`config.mk`:
```
export PLATFORM = sky130hd
export DESIGN_NAME = pmid_image
export DESIGN_NICKNAME = d
export VERILOG_FILES = /design/src/rtl/pmid_pkg.sv /design/src/rtl/pmid_image.sv
export SDC_FILE = /design/constraint.sdc
export NUM_CORES = 1
export LEC_CHECK = 0
export BUFFER_PORTS_ARGS = -buffer_cell sky130_fd_sc_hd__clkbuf_2
export CAP_MARGIN = 20
export CELL_PAD_IN_SITES_DETAIL_PLACEMENT = 2
export CELL_PAD_IN_SITES_GLOBAL_PLACEMENT = 2
export CORE_ASPECT_RATIO = 1.4
export CORE_MARGIN = 10
export CORE_UTILIZATION = 28
export CTS_CLUSTER_SIZE = 16
export DETAILED_ROUTE_END_ITERATION = 7
export GPL_ROUTABILITY_DRIVEN = 0
export PLACE_DENSITY_LB_ADDON = 0.1
export SYNTH_ARGS = -nofsm -noshare
export SYNTH_HDL_FRONTEND = slang
export SYNTH_SLANG_ARGS = --single-unit
```
`constraint.sdc`:
```
create_clock -name clk -period 6.7 [get_ports clk]
set_input_delay 0.67 -clock clk [delete_from_list [all_inputs] [get_ports clk]]
set_output_delay 0.67 -clock clk [all_outputs]
set_load 0.1 [all_outputs]
```
`src/rtl/pmid_pkg.sv`:
```
// Shared constants and types for the minimum-image distance pipeline.
package pmid_pkg;

    localparam int COORD_FRAC_BITS   = 20;
    localparam int LATTICE_FRAC_BITS = 10;

    localparam int COORD_W  = 20;
    localparam int LAT_W    = 20;
    localparam int ROW_W    = 3 * LAT_W;
    localparam int DELTA_W  = COORD_FRAC_BITS + 1;
    localparam int PROD_W   = DELTA_W + LAT_W;
    localparam int ACC_W    = PROD_W + 2;
    localparam int CART_FRAC = 16;
    localparam int OUT_FRAC  = 12;
    localparam int RND_SHIFT = COORD_FRAC_BITS + LATTICE_FRAC_BITS - CART_FRAC;
    localparam int MAG_W    = CART_FRAC + 12;
    localparam int SQ_W     = 2 * MAG_W;
    localparam int SUM_W    = SQ_W + 2;
    localparam int RAD_W    = SUM_W - 2 * (CART_FRAC - OUT_FRAC);
    localparam int ROOT_W   = RAD_W / 2;
    localparam int REM_W    = ROOT_W + 2;
    localparam int DIST_W   = 24;
    localparam int IDX_W    = 2;

    // image stage + 3 cartesian stages + square + sum + root steps + output
    localparam int PIPE_LAT = 7 + ROOT_W;

    typedef enum logic [IDX_W-1:0] {
        REG_ROW_A = 2'd0,
        REG_ROW_B = 2'd1,
        REG_ROW_C = 2'd2,
        REG_NONE  = 2'd3
    } reg_idx_t;

    typedef logic signed [DELTA_W-1:0] delta_t;
    typedef logic [MAG_W-1:0]          mag_t;

    typedef struct packed {
        logic             sat;
        logic [RAD_W-1:0] rad;
        logic [REM_W-1:0] rem;
        logic [ROOT_W-1:0] root;
    } root_state_t;

endpackage

```
`src/rtl/pmid_image.sv`:
```
// Nearest periodic image selection on one axis, registered.
module pmid_image
    import pmid_pkg::*;
(
    input  logic               clk,
    input  logic [COORD_W-1:0] center,
    input  logic [COORD_W-1:0] partner,
    output delta_t             delta_reg
);
    localparam logic signed [DELTA_W-1:0] HALF = DELTA_W'(1) <<< (COORD_FRAC_BITS - 1);
    localparam logic signed [DELTA_W-1:0] ONE  = DELTA_W'(1) <<< COORD_FRAC_BITS;

    delta_t d;
    delta_t delta_next;

    always_comb
    begin
        d = $signed({1'b0, center[COORD_FRAC_BITS-1:0]})
          - $signed({1'b0, partner[COORD_FRAC_BITS-1:0]});
        // ties at exactly half keep the original image
        priority if (d < -HALF)
        begin
            delta_next = d + ONE;
        end
        else if (d > HALF)
        begin
            delta_next = d - ONE;
        end
        else
        begin
            delta_next = d;
        end
    end

    always_ff @(posedge clk)
    begin
        delta_reg <= delta_next;
    end
endmodule

```
==> results.ini, run 1 <==
[cells_and_area]
syn2layout_area_growth_pct=28.6
antenna_cells=0
largest_reg_flops=21
layout.cells.non_filler=319
final_area_um2=1920
nets=316
drive_gt1_share_pct=26.1

[critical_path]
cp.arrival_ns=3.11
path_class=input port to register
cpPeakStageDelay_ns=0.53
critical_path_required_ns=6.84
crit_chain=clkbuf_2 -> inv_1 -> ha_1 -> fa_1 -> nand2b_1 -> a21oi_1 -> a21oi_1 -> a2111oi_0 -> o22ai_1 -> mux2i_1 -> nor3_1 -> a41oi_1
worstPathMaxFanout=3
cp-startpoint=center[0]
cp_common_cell=a21oi_1
cpMaxStageDelayCell=a2111oi_0
endpoint_kind=register
critPathLaunchType=input port

[grt]
grt_first_pass_wirelength_mm=8.20
grt_pass1_vias=1779
grt.total_usage_pct=11.6
antenna_found_initial=0
overflow=0
grt_max_degree=12

[pwr]
peakVddDrop_v=0.0000798
power.density_nw_per_um2=311
p_leak_nw=1.02

[floorplan]
start_util_pct=29.0
core_area_um2=5160
num_rows=31
die_width_um=81.7
die_y_um=106
ios=62
dieArea_um2=8700

[sta]
min_period_ns=2.97
max_freq_mhz=336
drv_slew=0
setup_tns_ns=0
post-route-period-util_pct=44.4
timing.hold.ws_ns=0.699
setup_viol=0
worst_slew_pin_slew_ns=0.563
finalHoldViolations=0
rsz0062_at_grt=false
relSlewSlack_pct=62.6

[route]
drt_first_iter_violations=63
vias_per_cell=4.77
routed_wl_mm=4.77
first_pass_iters=4
vias=1523
remaining_drc_errors=0
wire_per_inst_um=14.9
ant_nets=0

[placed_design]
io_buffers=61
place_inst=315
hpwl_mm=4.33
place_area_um2=1880

[yosys]
synth.distinct_cells=35
yosysMostFrequentCell=inv_1
synth_fp_nets=251
ys_top_cells_by_count=inv_1 (35), dfxtp_1 (21), ha_1 (20)
syn_inst=189
yosysSeqAreaShare_pct=28.1
synth_area_um2=1490
synthTopCellsByArea=dfxtp_1 (28%), ha_1 (17%), inv_1 (8.8%)
yosys.area.top_type=dfxtp_1
async_flop_share_pct=0
synth_seq_cells=21
synth-main-ff-cell=dfxtp_1
synth_edf_count=0
syn_avg_cell_area_um2=7.90
synth_top_area_share_pct=28.1
yosysWarnings=0

[clock_tree]
cts_max_level=1
cts_buffers=3
clkSinkCount=21
path_clk_slew_ns=0.08
postCtsHoldBufs=0
post_cts_resized=0
postCtsSetupRepairBufs=0
cts_root_buf=clkbuf_8
cts_tree=yes
cts_buffer_depth=2

[outcome]
status=finished, final reports clean

[flow_run]
drv_cap=0

[min_path]
hold_path.class=input port to register
hp-start=partner[0]

## critical path, delay by kind of cell
family / cells / cell delay [ns]
AOI/OAI and AO/OA: 5 / 1.23
adders and majority gates: 2 / 0.62
buffers and inverters: 2 / 0.10
muxes: 1 / 0.16
and+or+nand+nor: 2 / 0.33
## per-stage QoR
stage	util [%]	setup WS, ns	power, mW
3_3_place_gp	36.4	3.49	0.520
6_report	37.3	3.73	0.599
3_5_place_dp	36.4	3.42	0.523
2_1_floorplan	-	3.77	0.452
4_1_cts	37.3	3.66	0.609
5_1_grt	37.3	3.41	0.636
## placed cells by master, fill, tap and decap left out, types with 2 or more instances in the layout
master and n:
nor2_1 13, a2111oi_0 2, clkbuf_2 61, a21oi_1 18, o21a_1 2, nor3_1 4
nand2_1 14, nand3_1 4, or4_1 2, o211ai_1 2, a31oi_1 2, xor2_1 6
clkbuf_8 3, ha_1 20, dfxtp_1 21, o21ai_0 12, inv_1 35, xnor2_1 10
nand2b_1 4
## cell type report
class | count | area, um2
fill | 650 | 3240
multi-input combinational | 132 | 937
sequential | 21 | 420
timing repair buffer | 61 | 305
inverter | 35 | 131
tap | 66 | 82.6
clock buffer | 4 | 45.0
## path summary, 6_finish.rpt
path | depth (start not counted) | endpoint | slack, ns
setup / recovery | 12 | delta_reg[20] | 3.73
hold / removal | 3 | delta_reg[0] | 0.70
## cells by family (layout without fill, tap and decap cells)
family	after synthesis	in the layout	synth area share, %
buffers and inverters	36	100	9.13
adder cells (fa/ha/maj)	21	21	18.1
AND/OR/NAND/NOR	46	46	14.9
AO/OA/AOI/OAI	48	48	19.7
XOR/XNOR	16	16	9.38
multiplexers	1	1	0.670
flip-flops	21	21	28.1
## routing by layer
metal  vias to the layer above  global-route usage [%]  share of wire [%]
li1                        768                       -                  -
met2                        32                    22.8                 59
met3                         5                    2.28                5.8
met4                         0                    2.93                1.0
met5                         -                       0                  0
met1                       718                    11.6                 34
## report_power, final
group          total, mW  internal (mW)  switching (mW)
Sequential         0.161          0.153         0.00800
Clock             0.0847         0.0424          0.0423
Combinational      0.353         0.0675           0.285
Total              0.599          0.263           0.336
Power figures use the tool's default switching activity.
==> run 2: changes to the inputs <==
--- a/config.mk
+++ b/config.mk
@@ -11,7 +11,7 @@
 export CELL_PAD_IN_SITES_GLOBAL_PLACEMENT = 2
 export CORE_ASPECT_RATIO = 1.4
 export CORE_MARGIN = 10
-export CORE_UTILIZATION = 28
+export CORE_UTILIZATION = 23
 export CTS_CLUSTER_SIZE = 16
 export DETAILED_ROUTE_END_ITERATION = 7
 export GPL_ROUTABILITY_DRIVEN = 0
==> constraint.sdc (replaced) <==
create_clock -name clk -period 2.4 [get_ports clk]
set_input_delay 0.24 -clock clk [delete_from_list [all_inputs] [get_ports clk]]
set_output_delay 0.24 -clock clk [all_outputs]
set_load 0.1 [all_outputs]
==> run 2 against run 1 <==
Against the previous run: hold slack lost 0.42 ns; via count is 8.1% higher; core utilization is 0.32 points higher; final cell count is 12% higher; sequential share of layout area down 4.0 points; flip-flop and latch count stayed put; clock-buffer cell count decreased by 1; critical path depth shrank 1; clock power increased to 2.9 times the previous value.
==> results.ini, run 2 (same netlist as run 1, synthesis figures left out) <==
[cells_and_area]
fin_util_pct=37.6
final_cell_mix=clkbuf_2 (59), inv_1 (33), buf_4 (32)
syn2layout_area_growth_pct=57.3
nets=348
antenna_cells=0
drive_gt1_share_pct=42.8
largest_reg_flops=21
layout.cells.non_filler=357
mostFrequentLayoutCell=clkbuf_2
nFillCells=749
final_area_um2=2350

[route]
routed_wl_mm=5.37
wire_per_inst_um=15.0
vias_per_cell=4.61
vias=1646
ant_nets=0
first_pass_iters=2
drt_first_iter_violations=26
remaining_drc_errors=0

[grt]
grt_first_pass_wirelength_mm=8.51
grt_max_degree=14
grt.total_usage_pct=10.3
met1_usage_pct=10.2
grt_use_met3_pct=2.05
use_met2_pct=20.4
overflow=0
grt_pass1_vias=1813
busiest_layer=met2
antenna_found_initial=0

[floorplan]
ios=62
dieArea_um2=10200
core_area_um2=6250
die_y_um=115
die_width_um=88.1
num_rows=34
start_util_pct=23.9

[critical_path]
cp-startpoint=partner[0]
path_class=input port to register
cpPeakStageDelay_ns=0.55
worstPathMaxFanout=3
cp_common_cell=a21oi_4
crit_chain=buf_6 -> ha_4 -> fa_2 -> nand2b_4 -> a21oi_4 -> a21oi_4 -> and2_4 -> xnor2_1 -> or4_4 -> nor4_4 -> a41oi_1
cpMaxStageDelayCell=or4_4
endpoint_kind=register
critPathLaunchType=input port
critical_path_required_ns=2.53
cp.arrival_ns=2.52

[pwr]
total_power_mw=1.84
power.density_nw_per_um2=784
p_leak_nw=1.21
peakVddDrop_v=0.000206

[clock_tree]
cts_max_level=1
cts_tree=yes
cts_buffer_depth=2
cts_buffers=3
cts_root_buf=clkbuf_8
clkSinkCount=21
path_clk_slew_ns=0.09
postCtsHoldBufs=0

[sta]
drv_slew=0
setup_viol=0
finalHoldViolations=0
min_period_ns=2.39
post-route-period-util_pct=99.8
max_freq_mhz=418
worst_slew_pin_slew_ns=0.568
relSlewSlack_pct=62.3
rsz0062_at_grt=true

[outcome]
status=finished, final reports clean

[placed_design]
io_buffers=61
hpwl_mm=4.78
place_inst=350
place_area_um2=2120

[flow_run]
drv_cap=0

[min_path]
hold_path.class=input port to register
hp-start=partner[0]

==> run 2: what timing repair did <==
action	in CTS	in global routing
resized for setup	8	21
gates cloned	0	0
pin swaps	3	16
endpoints found under the setup margin	1	2
setup buffers	0	3
==> run 2: layer usage <==
metal,share of wire (%),routed length [um]
met5,0,0
met4,0.86,46
met3,4.5,244
met2,58,3090
met1,37,1990
==> run 2: area by class of cell <==
type                    instances  area, um2  area share, %
multi-input cells             132       1100           46.9
well taps                      72       90.1           3.83
clock buffers                   3       41.3           1.76
repair buffers                 93        558           23.7
clock inverters                 1       7.51          0.319
flip-flops and latches         21        420           17.9
inverters                      35        131           5.59
==> run 2: path summary, 6_finish.rpt <==
path | end | slack, ns | cells after the start
worst max-delay path | delta_reg[20] | 0.005 | 11
worst min-delay path | delta_reg[0] | 0.28 | 3
==> run 2: metrics by stage <==
stage | setup slack, ns | hold WS, ns | setup TNS, ns
CTS | -0.00231 | 0.269 | -0.00231
finish | 0.00527 | 0.278 | 0
global placement | -0.415 | 0.529 | -0.817
global route | -0.0917 | 0.276 | -0.0917
floorplan | 0.00797 | 0.420 | 0
detailed placement | -0.527 | 0.542 | -0.938
==> run 2: critical path, delay by kind of cell <==
kind / cells / cell delay [ns]
simple gates: 4 / 1.08
fa+ha+maj: 2 / 0.51
compound gates: 3 / 0.45
xor+xnor: 1 / 0.14
buf+inv: 1 / 0.10
==> run 2: where the power goes <==
| part | internal (mW) | switching (mW) |
|---|---|---|
| combinational | 0.285 | 0.862 |
| clock | 0.117 | 0.128 |
| sequential | 0.427 | 0.0241 |
| total | 0.829 | 1.01 |
